File: src/rtl/core/lkv_pkg.sv
`default_nettype none

package lkv_pkg;

  // Store geometry.
  localparam int unsigned ENTRIES = 16;
  localparam int unsigned IDX_W   = (ENTRIES > 1) ? $clog2(ENTRIES) : 1;
  localparam int unsigned RANK_W  = IDX_W;
  localparam int unsigned OCC_W   = $clog2(ENTRIES + 1);

  // Field widths.
  localparam int unsigned KEY_W = 32;
  localparam int unsigned VAL_W = 32;
  localparam int unsigned CAP_W = 5;

  // Request codes.
  localparam logic REQ_GET = 1'b0;
  localparam logic REQ_PUT = 1'b1;

  // Capacity after reset.
  localparam logic [CAP_W-1:0] CAP_RESET = CAP_W'(16);

  // Controller states.
  typedef enum logic [1:0] {
    ST_IDLE,
    ST_LOOKUP,
    ST_UPDATE
  } state_e;

  // Commands from the controller to the datapath.
  typedef struct packed {
    logic load_req;
    logic lookup;
    logic update;
  } ctrl_cmd_t;

endpackage

`default_nettype wire

File: src/rtl/core/lru_key_value_cache.sv
// LRU key/value cache, 16 fully associative entries.
// A request is captured in IDLE and looked up in LOOKUP, and its result beat is
// registered in UPDATE, which waits while a stalled result still holds the register.
// Only one request is in flight; a new one is taken only after UPDATE returns to IDLE.
// Reset (asynchronous, active low) empties the store and sets capacity to 16.
`default_nettype none

module lru_key_value_cache
  import lkv_pkg::*;
(
  input  wire logic                    clk_i,
  input  wire logic                    rst_ni,
  input  wire logic                    cfg_we_i,
  input  wire logic        [CAP_W-1:0] cfg_wdata_i,
  input  wire logic                    in_valid_i,
  output logic                         in_stall_o,
  input  wire logic                    req_type_i,
  input  wire logic        [KEY_W-1:0] key_i,
  input  wire logic signed [VAL_W-1:0] value_i,
  output logic                         out_valid_o,
  input  wire logic                    out_stall_i,
  output logic                         found_o,
  output logic signed      [VAL_W-1:0] read_value_o
);

  ctrl_cmd_t cmd;

  // Sequencing of one request at a time.
  lkv_ctrl u_ctrl (
    .clk_i       (clk_i),
    .rst_ni      (rst_ni),
    .in_valid_i  (in_valid_i),
    .in_stall_o  (in_stall_o),
    .out_valid_o (out_valid_o),
    .out_stall_i (out_stall_i),
    .cmd_o       (cmd)
  );

  // Tag store, recency ranks and result register.
  lkv_dp u_dp (
    .clk_i        (clk_i),
    .rst_ni       (rst_ni),
    .cmd_i        (cmd),
    .cfg_we_i     (cfg_we_i),
    .cfg_wdata_i  (cfg_wdata_i),
    .req_type_i   (req_type_i),
    .key_i        (key_i),
    .value_i      (value_i),
    .found_o      (found_o),
    .read_value_o (read_value_o)
  );

endmodule

`default_nettype wire

File: src/rtl/core/lkv_ctrl.sv
`default_nettype none

module lkv_ctrl
  import lkv_pkg::*;
(
  input  wire logic      clk_i,
  input  wire logic      rst_ni,
  input  wire logic      in_valid_i,
  output logic           in_stall_o,
  output logic           out_valid_o,
  input  wire logic      out_stall_i,
  output ctrl_cmd_t      cmd_o
);

  state_e state_q, state_d;
  logic   out_valid_q, out_valid_d;
  logic   out_free;

  // The result register can take a new beat when empty or drained this cycle.
  assign out_free = !out_valid_q || !out_stall_i;

  // Next state.
  always_comb begin
    state_d = state_q;
    case (state_q)
      ST_IDLE: begin
        if (in_valid_i) state_d = ST_LOOKUP;
      end
      ST_LOOKUP: begin
        state_d = ST_UPDATE;
      end
      ST_UPDATE: begin
        if (out_free) state_d = ST_IDLE;
      end
      default: begin
        state_d = ST_IDLE;
      end
    endcase
  end

  // Outputs and commands.
  always_comb begin
    in_stall_o   = 1'b1;
    cmd_o        = '0;
    case (state_q)
      ST_IDLE: begin
        in_stall_o   = 1'b0;
        cmd_o.load_req = in_valid_i;
      end
      ST_LOOKUP: begin
        cmd_o.lookup = 1'b1;
      end
      ST_UPDATE: begin
        cmd_o.update = out_free;
      end
      default: begin
        in_stall_o = 1'b1;
      end
    endcase
  end

  // Result valid is set by an update and cleared when the beat is taken.
  always_comb begin
    out_valid_d = out_valid_q;
    if (cmd_o.update) begin
      out_valid_d = 1'b1;
    end else if (!out_stall_i) begin
      out_valid_d = 1'b0;
    end
  end

  assign out_valid_o = out_valid_q;

  always_ff @(posedge clk_i or negedge rst_ni) begin
    if (!rst_ni) begin
      state_q     <= ST_IDLE;
      out_valid_q <= 1'b0;
    end else begin
      state_q     <= state_d;
      out_valid_q <= out_valid_d;
    end
  end

endmodule

`default_nettype wire

File: src/rtl/core/lkv_dp.sv
`default_nettype none

module lkv_dp
  import lkv_pkg::*;
(
  input  wire logic                    clk_i,
  input  wire logic                    rst_ni,
  input  wire ctrl_cmd_t               cmd_i,
  input  wire logic                    cfg_we_i,
  input  wire logic        [CAP_W-1:0] cfg_wdata_i,
  input  wire logic                    req_type_i,
  input  wire logic        [KEY_W-1:0] key_i,
  input  wire logic signed [VAL_W-1:0] value_i,
  output logic                         found_o,
  output logic signed      [VAL_W-1:0] read_value_o
);

  // Request registers.
  logic                    req_type_q;
  logic        [KEY_W-1:0] key_q;
  logic signed [VAL_W-1:0] value_q;

  // Store contents.
  logic        [KEY_W-1:0]  keys_q   [ENTRIES];
  logic signed [VAL_W-1:0]  values_q [ENTRIES];
  logic        [ENTRIES-1:0] valid_q, valid_d;
  logic        [RANK_W-1:0] rank_q   [ENTRIES];
  logic        [RANK_W-1:0] rank_d   [ENTRIES];
  logic        [OCC_W-1:0]  occ_q, occ_d;
  logic        [CAP_W-1:0]  cap_q;

  // Lookup results.
  logic             hit_d, hit_q;
  logic [IDX_W-1:0] slot_d, slot_q;
  logic [IDX_W-1:0] victim_d, victim_q;
  logic [IDX_W-1:0] free_d, free_q;
  logic             full_d, full_q;
  logic [OCC_W-1:0] eff_cap;

  // Result register.
  logic                    found_q;
  logic signed [VAL_W-1:0] read_value_q;

  // Write port of the key and value arrays.
  logic             key_we, val_we;
  logic [IDX_W-1:0] wr_idx;
  logic [IDX_W-1:0] ins_idx;
  logic [RANK_W-1:0] touch_rank;

  // Capacity register.
  always_ff @(posedge clk_i or negedge rst_ni) begin
    if (!rst_ni) begin
      cap_q <= CAP_RESET;
    end else if (cfg_we_i) begin
      cap_q <= cfg_wdata_i;
    end
  end

  // Zero acts as one, anything above the store size acts as the store size.
  always_comb begin
    if (cap_q == '0) begin
      eff_cap = OCC_W'(1);
    end else if (cap_q > CAP_W'(ENTRIES)) begin
      eff_cap = OCC_W'(ENTRIES);
    end else begin
      eff_cap = OCC_W'(cap_q);
    end
  end

  // Capture the request beat.
  always_ff @(posedge clk_i) begin
    if (cmd_i.load_req) begin
      req_type_q <= req_type_i;
      key_q      <= key_i;
      value_q    <= value_i;
    end
  end

  // Parallel key compare, least recent search and free slot search.
  // Valid ranks are a permutation of 0 to occupancy-1, so the least recent
  // entry is the valid one whose rank equals occupancy-1.
  always_comb begin
    hit_d    = 1'b0;
    slot_d   = '0;
    victim_d = '0;
    free_d   = '0;
    for (int i = ENTRIES - 1; i >= 0; i--) begin
      if (valid_q[i] && keys_q[i] == key_q) begin
        hit_d  = 1'b1;
        slot_d = IDX_W'(i);
      end
      if (valid_q[i] && rank_q[i] == RANK_W'(occ_q - OCC_W'(1))) begin
        victim_d = IDX_W'(i);
      end
      if (!valid_q[i]) begin
        free_d = IDX_W'(i);
      end
    end
    full_d = (occ_q >= eff_cap);
  end

  always_ff @(posedge clk_i) begin
    if (cmd_i.lookup) begin
      hit_q    <= hit_d;
      slot_q   <= slot_d;
      victim_q <= victim_d;
      free_q   <= free_d;
      full_q   <= full_d;
    end
  end

  // Slot that a new key goes into: the victim when full, else a free slot.
  assign ins_idx    = full_q ? victim_q : free_q;
  assign touch_rank = rank_q[slot_q];

  // Recency, valid and occupancy updates.
  always_comb begin
    rank_d  = rank_q;
    valid_d = valid_q;
    occ_d   = occ_q;
    if (cmd_i.update) begin
      if (hit_q) begin
        // Move the hit entry to the front; more recent entries age by one.
        for (int i = 0; i < ENTRIES; i++) begin
          if (valid_q[i] && IDX_W'(i) != slot_q && rank_q[i] < touch_rank) begin
            rank_d[i] = rank_q[i] + RANK_W'(1);
          end
        end
        rank_d[slot_q] = '0;
      end else if (req_type_q == REQ_PUT) begin
        // Insert at the front; every surviving entry ages by one.
        for (int i = 0; i < ENTRIES; i++) begin
          if (valid_q[i] && !(full_q && IDX_W'(i) == victim_q)) begin
            rank_d[i] = rank_q[i] + RANK_W'(1);
          end
        end
        rank_d[ins_idx]  = '0;
        valid_d[ins_idx] = 1'b1;
        if (!full_q) occ_d = occ_q + OCC_W'(1);
      end
    end
  end

  always_ff @(posedge clk_i or negedge rst_ni) begin
    if (!rst_ni) begin
      valid_q <= '0;
      occ_q   <= '0;
      for (int i = 0; i < ENTRIES; i++) begin
        rank_q[i] <= '0;
      end
    end else begin
      valid_q <= valid_d;
      occ_q   <= occ_d;
      rank_q  <= rank_d;
    end
  end

  // Key and value writes: a put updates in place on a hit, else inserts.
  assign key_we = cmd_i.update && (req_type_q == REQ_PUT) && !hit_q;
  assign val_we = cmd_i.update && (req_type_q == REQ_PUT);
  assign wr_idx = hit_q ? slot_q : ins_idx;

  always_ff @(posedge clk_i) begin
    if (key_we) keys_q[wr_idx] <= key_q;
    if (val_we) values_q[wr_idx] <= value_q;
  end

  // Result beat: stored value on a get hit, all ones otherwise.
  always_ff @(posedge clk_i) begin
    if (cmd_i.update) begin
      found_q <= hit_q;
      if (hit_q && req_type_q == REQ_GET) begin
        read_value_q <= values_q[slot_q];
      end else begin
        read_value_q <= '1;
      end
    end
  end

  assign found_o      = found_q;
  assign read_value_o = read_value_q;

endmodule

`default_nettype wire

File: config.mk
export PLATFORM = sky130hd
export DESIGN_NAME = lru_key_value_cache
export DESIGN_NICKNAME = d
export VERILOG_FILES = /design/src/rtl/core/lkv_pkg.sv /design/src/rtl/core/lru_key_value_cache.sv /design/src/rtl/core/lkv_ctrl.sv /design/src/rtl/core/lkv_dp.sv
export SDC_FILE = /design/constraint.sdc
export NUM_CORES = 2
export LEC_CHECK = 0
export BUFFER_PORTS_ARGS = -buffer_cell sky130_fd_sc_hd__buf_2
export CAP_MARGIN = 10
export CORE_ASPECT_RATIO = 1.75
export CORE_UTILIZATION = 40
export CTS_BUF_LIST = sky130_fd_sc_hd__clkbuf_4 sky130_fd_sc_hd__clkbuf_8
export DETAILED_ROUTE_END_ITERATION = 7
export PLACE_DENSITY = 0.62
export SYNTH_ARGS = -nofsm -noshare
export SYNTH_HDL_FRONTEND = slang
export SYNTH_SLANG_ARGS = --single-unit
export TNS_END_PERCENT = 5
File: constraint.sdc
create_clock -name clk_i -period 14.8 [get_ports clk_i]
set_clock_uncertainty 0.05 [all_clocks]
set_input_delay 1.48 -clock clk_i [delete_from_list [all_inputs] [get_ports clk_i]]
set_output_delay 1.48 -clock clk_i [all_outputs]
set_load 0.03 [all_outputs]
======== Word-level counts from Yosys, hierarchy flattened ========
Memories as Yosys holds them, arrays and structs flattened. A register that Yosys moved wholly into a read port is not among the register bits.
Cells that the tools add are included.
W data, S select, Z words.
word-level totals
  bits in registers ....................... 173
  RAM bits ................................ 1024
  memories kept ........................... 2
  output and inout port bits .............. 35
  logic and storage cells ................. 488
  input bits .............................. 75
memory list
  name           words  bits a word  read ports  clocked after Yosys merged registers in  wr ports  RTL line      source
  u_dp.keys_q    16     32           16          0                                        1         lkv_dp.sv:24  logic [KEY_W-1:0] keys_q [ENTRIES];
  u_dp.values_q  16     32           1           1                                        1         lkv_dp.sv:25  logic signed [VAL_W-1:0] values_q [ENTRIES];
operators by class
  magnitude comparators ................... 24
  bitwise gates (word level) .............. 10
  equality and inequality tests ........... 67
  reductions and logical operators ........ 142
  muxes and demuxes ....................... 186
  add/sub/neg operators ................... 18
operators with widths
  operator               number
  $mux W4                142
  $eq A32 B32 Y1         16
  $and A64 B64 Y64       2
  $mux W64               2
  $not A64 Y64           2
  $logic_and A1 B1 Y1    102
  $add A4 B1 Y4 const B  16
  $eq A4 B4 Y1           16
  $lt A4 B4 Y1           16
  $mux W3                12
  $demux W4 S4           2
  $eq A4 B4 Y1 const A   8
  $ne A4 B4 Y1 const A   8
  $logic_not A1 Y1       20
  $bmux W4 S4            1
  $eq A3 B4 Y1 const A   4
  $mux W2                8
  $ne A3 B4 Y1 const A   4
  $or A16 B16 Y16        1
  $reduce_or A8 Y1       2
  $mux W1                15
  $reduce_or A15 Y1      1
  $ge A5 B5 Y1 const B   2
  $lt A5 B1 Y1 const B   2
  31 further kinds       43

======== Logic depth before layout (Yosys ltp) ========
  depth after elaboration ................. 18
  depth in mapped cells ................... 16
  depth with buffers taken out ............ 12

======== Modules after synthesis ========
Synthesis repeated with hierarchy kept, for this count alone.
unflattened totals
  cells, all modules ...................... 3136
  area total of the unflattened synthesis .. 52491.6 sq um
modules (own cells, without submodules)
  module    cells each  instances  sequential area each (sq um)  area each (sq um)
  lkv_dp    3121        1          36366.1                       52351.5
  lkv_ctrl  15          1          75.1                          140.1

======== Worst setup path before layout ========
Ideal clock, no wire load.
  path type ............................... input port to flip-flop
  start point ............................. input port out_stall_i
  end point ............................... memory u_dp.keys_q[3][0] (enable)
  stages on the path ...................... 5
  library setup time ...................... 0.462 ns
  data arrival time ....................... 6.191 ns
  data required time ...................... 14.288 ns
  path slack .............................. 8.097 ns
  path buffers ............................ 0
  path through ............................ a21oi_1 > nand2_1 > nor2_1 > nand2_1 > nor3_1
between the ends
  word-level cells in the longest chain between the ends .. 7
RTL lines
  item                               RTL line                   source
  start, declared                    lru_key_value_cache.sv:21  input wire logic out_stall_i,
  $logic_not A1 Y1                   lkv_ctrl.sv:20             assign out_free = !out_valid_q || !out_stall_i;
  $logic_or A1 B1 Y1                 lkv_ctrl.sv:20
  $mux W1                            lkv_ctrl.sv:45             case (state_q)
  $logic_and A1 B1 Y1 (2 in series)  lkv_dp.sv:159              assign key_we = cmd_i.update && (req_type_q == REQ_PUT) && !hit_q;
  $mux W1                            lkv_dp.sv:164              if (key_we) keys_q[wr_idx] <= key_q;
  $mux W1 (not written as such)      lkv_dp.sv:164
  end, declared                      lkv_dp.sv:24
No other way between the ends.

======== Worst setup path after layout ========
  start point ............................. register u_dp.slot_q[1]
  end point ............................... register u_dp.rank_q[58] (netlist name)
between the ends
  word-level cells in the longest chain between the ends .. 11
  elaborated cells between the ends (all ways) .. 19
  classes of those cells .................. order compare: 3; eq/ne: 1; mux: 9; bitwise: 3; reduce/logical: 3
RTL lines
  item                                         RTL line                      source
  start, declared                              lkv_dp.sv:34                  logic [IDX_W-1:0] slot_d, slot_q;
  start signal, assigned                       lkv_dp.sv:105                 slot_q <= slot_d;
  $not A4 Y5 (not written as such)             lkv_dp.sv:114, lkv_dp.sv:129
  $bmux W4 S4                                  lkv_dp.sv:114                 assign touch_rank = rank_q[slot_q];
  $mux W4 (not written as such) (2 in series)  lkv_dp.sv:114
  $lt A4 B4 Y1                                 lkv_dp.sv:125                 if (valid_q[i] && IDX_W'(i) != slot_q && rank_q[i] < touch_rank) begin
  $logic_and A1 B1 Y1                          lkv_dp.sv:125
  $mux W4                                      lkv_dp.sv:125
  $mux W4                                      lkv_dp.sv:122                 if (hit_q) begin
  $mux W4                                      lkv_dp.sv:121                 if (cmd_i.update) begin
  $and A64 B64 Y64 (no source line) (*)        --
  $mux W64 (*)                                 lkv_dp.sv:122
  end signal, assigned                         lkv_dp.sv:154                 rank_q <= rank_d;
  end, declared                                lkv_dp.sv:27                  logic [RANK_W-1:0] rank_q [ENTRIES];
Mark *: on every way between the ends. The rest lies on a longest branch, timed or not. The select of a mux whose other input is x is not followed.
A chain may end at the register's enable or synchronous reset.

==> impl_metrics.env <==
export IMPL_syn_area_per_cell_sq_um=16.6
export IMPL_cp_data_required_time_ns=15.55
export IMPL_port_buffers=109
export IMPL_holdBufCountCts=0
export IMPL_crit_top_cell="mux4_2"
export IMPL_ant_nets=0
export IMPL_slew_viol_final=0
export IMPL_post_route_min_period_ns=4.54
export IMPL_wl_um=129000
export IMPL_relSlewSlack=0.180
export IMPL_p_clk_frac=0.311
export IMPL_synth_edf_count=1136
export IMPL_rows=175
export IMPL_cpMaxStageDelayCell="edfxtp_1"
export IMPL_drive_gt1_frac=0.205
export IMPL_synth_ff_type="edfxtp_1"
export IMPL_insertion_delay_ns=0.88
export IMPL_worstPathCellList="buf_4 > mux4_2 > mux4_2 > inv_1 > ha_1 > and3_1 > o21a_1 > nor2_1 > nand3_1 > o32a_1 > o21ai_1"
export IMPL_synth_top_cell_by_area="edfxtp_1"
export IMPL_path_max_fanout=46
export IMPL_cp_arrival_ns=5.30
export IMPL_utilization=0.453
export IMPL_cp_num_cells=11
export IMPL_cts_tree="built"
export IMPL_hp_class="reg2reg"
export IMPL_seq_area_sq_mm=0.0364
export IMPL_track_usage=0.196
export IMPL_power_density_mw_per_mm2=144
export IMPL_synthesis_area_sq_mm=0.0526
export IMPL_drc=0
export IMPL_p_comb_frac=0.186
export IMPL_n_fill_cell=11400
export IMPL_synthTopCellsByArea="edfxtp_1, mux4_2, xnor2_1"
export IMPL_cts_max_path_buffers=3
export IMPL_cts_sinks=1229
export IMPL_async_reset_ff_frac=0.0757
export IMPL_path_class="reg2reg"
export IMPL_routedWlPerCell_um=24.8
export IMPL_p_leak_uw=0.0191
export IMPL_syn2layout_area_growth_pct=12.1
export IMPL_internal_power_uw=5980
export IMPL_avgViaCountPerCell=5.50
export IMPL_synth_seq_cells=1229
export IMPL_synth_top_area_share=0.649
export IMPL_dieHeight_um=482
export IMPL_gr_total_overflow=0
export IMPL_cts_buffers=176
export IMPL_htree_levels=4
export IMPL_fin_tns_setup_ns=0
export IMPL_yosys_warnings=0
export IMPL_postSynthCellCount=3159
export IMPL_yosys_top_cells_count="edfxtp_1, xnor2_1, mux4_2"
export IMPL_holdPathStages=1
export IMPL_core_area_sq_mm=0.130
export IMPL_p_sw_uw=2520
export IMPL_ir_worst_vdd_v=0.0000784
export IMPL_detail_route_first_pass_iterations=5
export IMPL_finalHoldViolCount=0
export IMPL_grt_max_degree=55
export IMPL_vias=28700
export IMPL_crit_buf_inv=2
export IMPL_setup_viol=0
export IMPL_yosysUniqueCellTypes=63
export IMPL_die_area_sq_mm=0.133
export IMPL_grt_pass1_vias=30000
export IMPL_cts_root_buffer="clkbuf_8"
export IMPL_status="finished clean"
export IMPL_drt_iter0_markers=2105
export IMPL_synth_most_common_cell="edfxtp_1"
export IMPL_cts_resized=0
export IMPL_maxCapViolations=0
export IMPL_rsz0062_at_grt="false"
export IMPL_switching_share=0.297
export IMPL_cts_setup_buffers=0
export IMPL_timing_final_crit_share=0.307
export IMPL_die_x_um=276
export IMPL_power_frac_seq=0.503
export IMPL_r2r_slack_ns=10.26
export IMPL_crit_path_start_kind="flip-flop"
export IMPL_hpwl_um=77600
export IMPL_cp_top_family="buffers and inverters"
export IMPL_grt_first_pass_wirelength_um=192000
export IMPL_worst_slew_pin_slew_ns=1.22
export IMPL_multiInputGateArea_sq_mm=0.0156
export IMPL_nets=3546
export IMPL_ios=110
export IMPL_start_util=0.404
export IMPL_place_congestion=0.871
export IMPL_cp_end_kind="flip-flop"
export IMPL_synth_yosys_seq_area_share=0.693
export IMPL_max_freq_ghz=0.220
export IMPL_rr_worst_depth=11
export IMPL_clkTransAtPathRegs_ns=0.07
export IMPL_syn_num_nets=3305
export IMPL_antenna_found_initial=3
export IMPL_cpPeakStageDelay_ns=0.73
[cell families (layout without fill, tap and decap cells)]
kind of cell,Yosys count,count (layout),synth area share
xor+xnor,580,580,0.0974
other cells,0,1,0
mux,195,195,0.0800
buf+inv,192,567,0.0159
simple gates,554,554,0.0560
flops,1229,1229,0.693
compound gates,338,338,0.0407
fa+ha+maj,71,71,0.0169
[worst register-to-register path: cells and delay by family (launching register included)]
| family | cells | cell delay, ns |
|---|---|---|
| buffers and inverters | 2 | 1.38 |
| muxes | 2 | 0.90 |
| DFF | 1 | 0.73 |
| and+or+nand+nor | 3 | 0.51 |
| AOI/OAI and AO/OA | 3 | 0.54 |
| adders and majority gates | 1 | 0.37 |
[per-layer routing]
layer | vias up | routed length, um | global-route usage
met5 | - | 8 | 0
met2 | 877 | 69200 | 0.363
met1 | 14800 | 48800 | 0.219
met4 | 2 | 5660 | 0.0966
met3 | 288 | 5740 | 0.0296
li1 | 12700 | - | -
[flip-flops by register name (all words and copies together), names as in the netlist]
signal	cells
u_ctrl.out_valid_o	1
u_ctrl.state_q	2
u_dp.cap_q	5
u_dp.found_o	1
u_dp.free_q	4
u_dp.full_q	1
u_dp.hit_q	1
u_dp.key_q	32
u_dp.keys_q	512
u_dp.occ_q	5
u_dp.rank_q	64
u_dp.read_value_o	32
u_dp.req_type_q	1
u_dp.slot_q	4
u_dp.valid_q	16
u_dp.value_q	32
u_dp.values_q	512
u_dp.victim_q	4
[area by class of cell]
cell class              count  area share
flip-flops and latches   1229       0.618
multi-input cells        1738       0.264
clock buffers             237      0.0492
well taps                1681      0.0357
repair buffers            202      0.0211
clock inverters            75     0.00866
inverters                  53     0.00337
diodes                      1   0.0000424
[layout by cell type, fill, tap and decap left out, drive strengths merged, types with 58 or more instances in the layout]
cell,instances
nand2,104
nand4,116
o21ai,129
edfxtp,1136
xor2,137
nor2,73
ha,71
inv,60
buf,202
clkbuf,237
xnor2,441
a21oi,58
clkinv,61
dfrtp,92
mux4,179
[metrics by stage]
stage	power [uW]	hold slack, ns	std cells	setup slack [ns]	area, sq um
floorplan	5330	0.374	3159	8.10	52600
global placement	5900	0.427	4903	10.30	55500
detailed placement	5930	0.421	4903	10.18	55500
CTS	8570	0.438	5215	10.27	59000
global route	8850	0.462	5216	10.05	59000
finish	8510	0.433	5216	10.26	59000
[power groups by stage]
stage | logic (uW) | registers [uW] | clock network (uW)
3_5_place_dp | 1580 | 4340 | 0
5_1_grt | 1720 | 4290 | 2840
2_1_floorplan | 1070 | 4260 | 0
3_3_place_gp | 1560 | 4340 | 0
6_report | 1590 | 4280 | 2650
4_1_cts | 1590 | 4270 | 2710
[worst paths after layout]
| check | startpoint | end |
|---|---|---|
| max | u_dp.slot_q[1]$_SDFFCE_PP0N_ | u_dp.rank_q[58]$_DFFE_PN0P_ |
| min | u_dp.occ_q[4]$_DFFE_PN0P_ | u_dp.occ_q[4]$_DFFE_PN0P_ |
| max reg2reg | u_dp.slot_q[1]$_SDFFCE_PP0N_ | u_dp.rank_q[58]$_DFFE_PN0P_ |
| min reg2reg | u_dp.occ_q[4]$_DFFE_PN0P_ | u_dp.occ_q[4]$_DFFE_PN0P_ |
| max in group asynchronous | rst_ni | u_ctrl.state_q[0]$_DFFE_PN0P_ |
| min in group asynchronous | rst_ni | u_dp.rank_q[60]$_DFFE_PN0P_ |
Power figures use the tool's default switching activity.
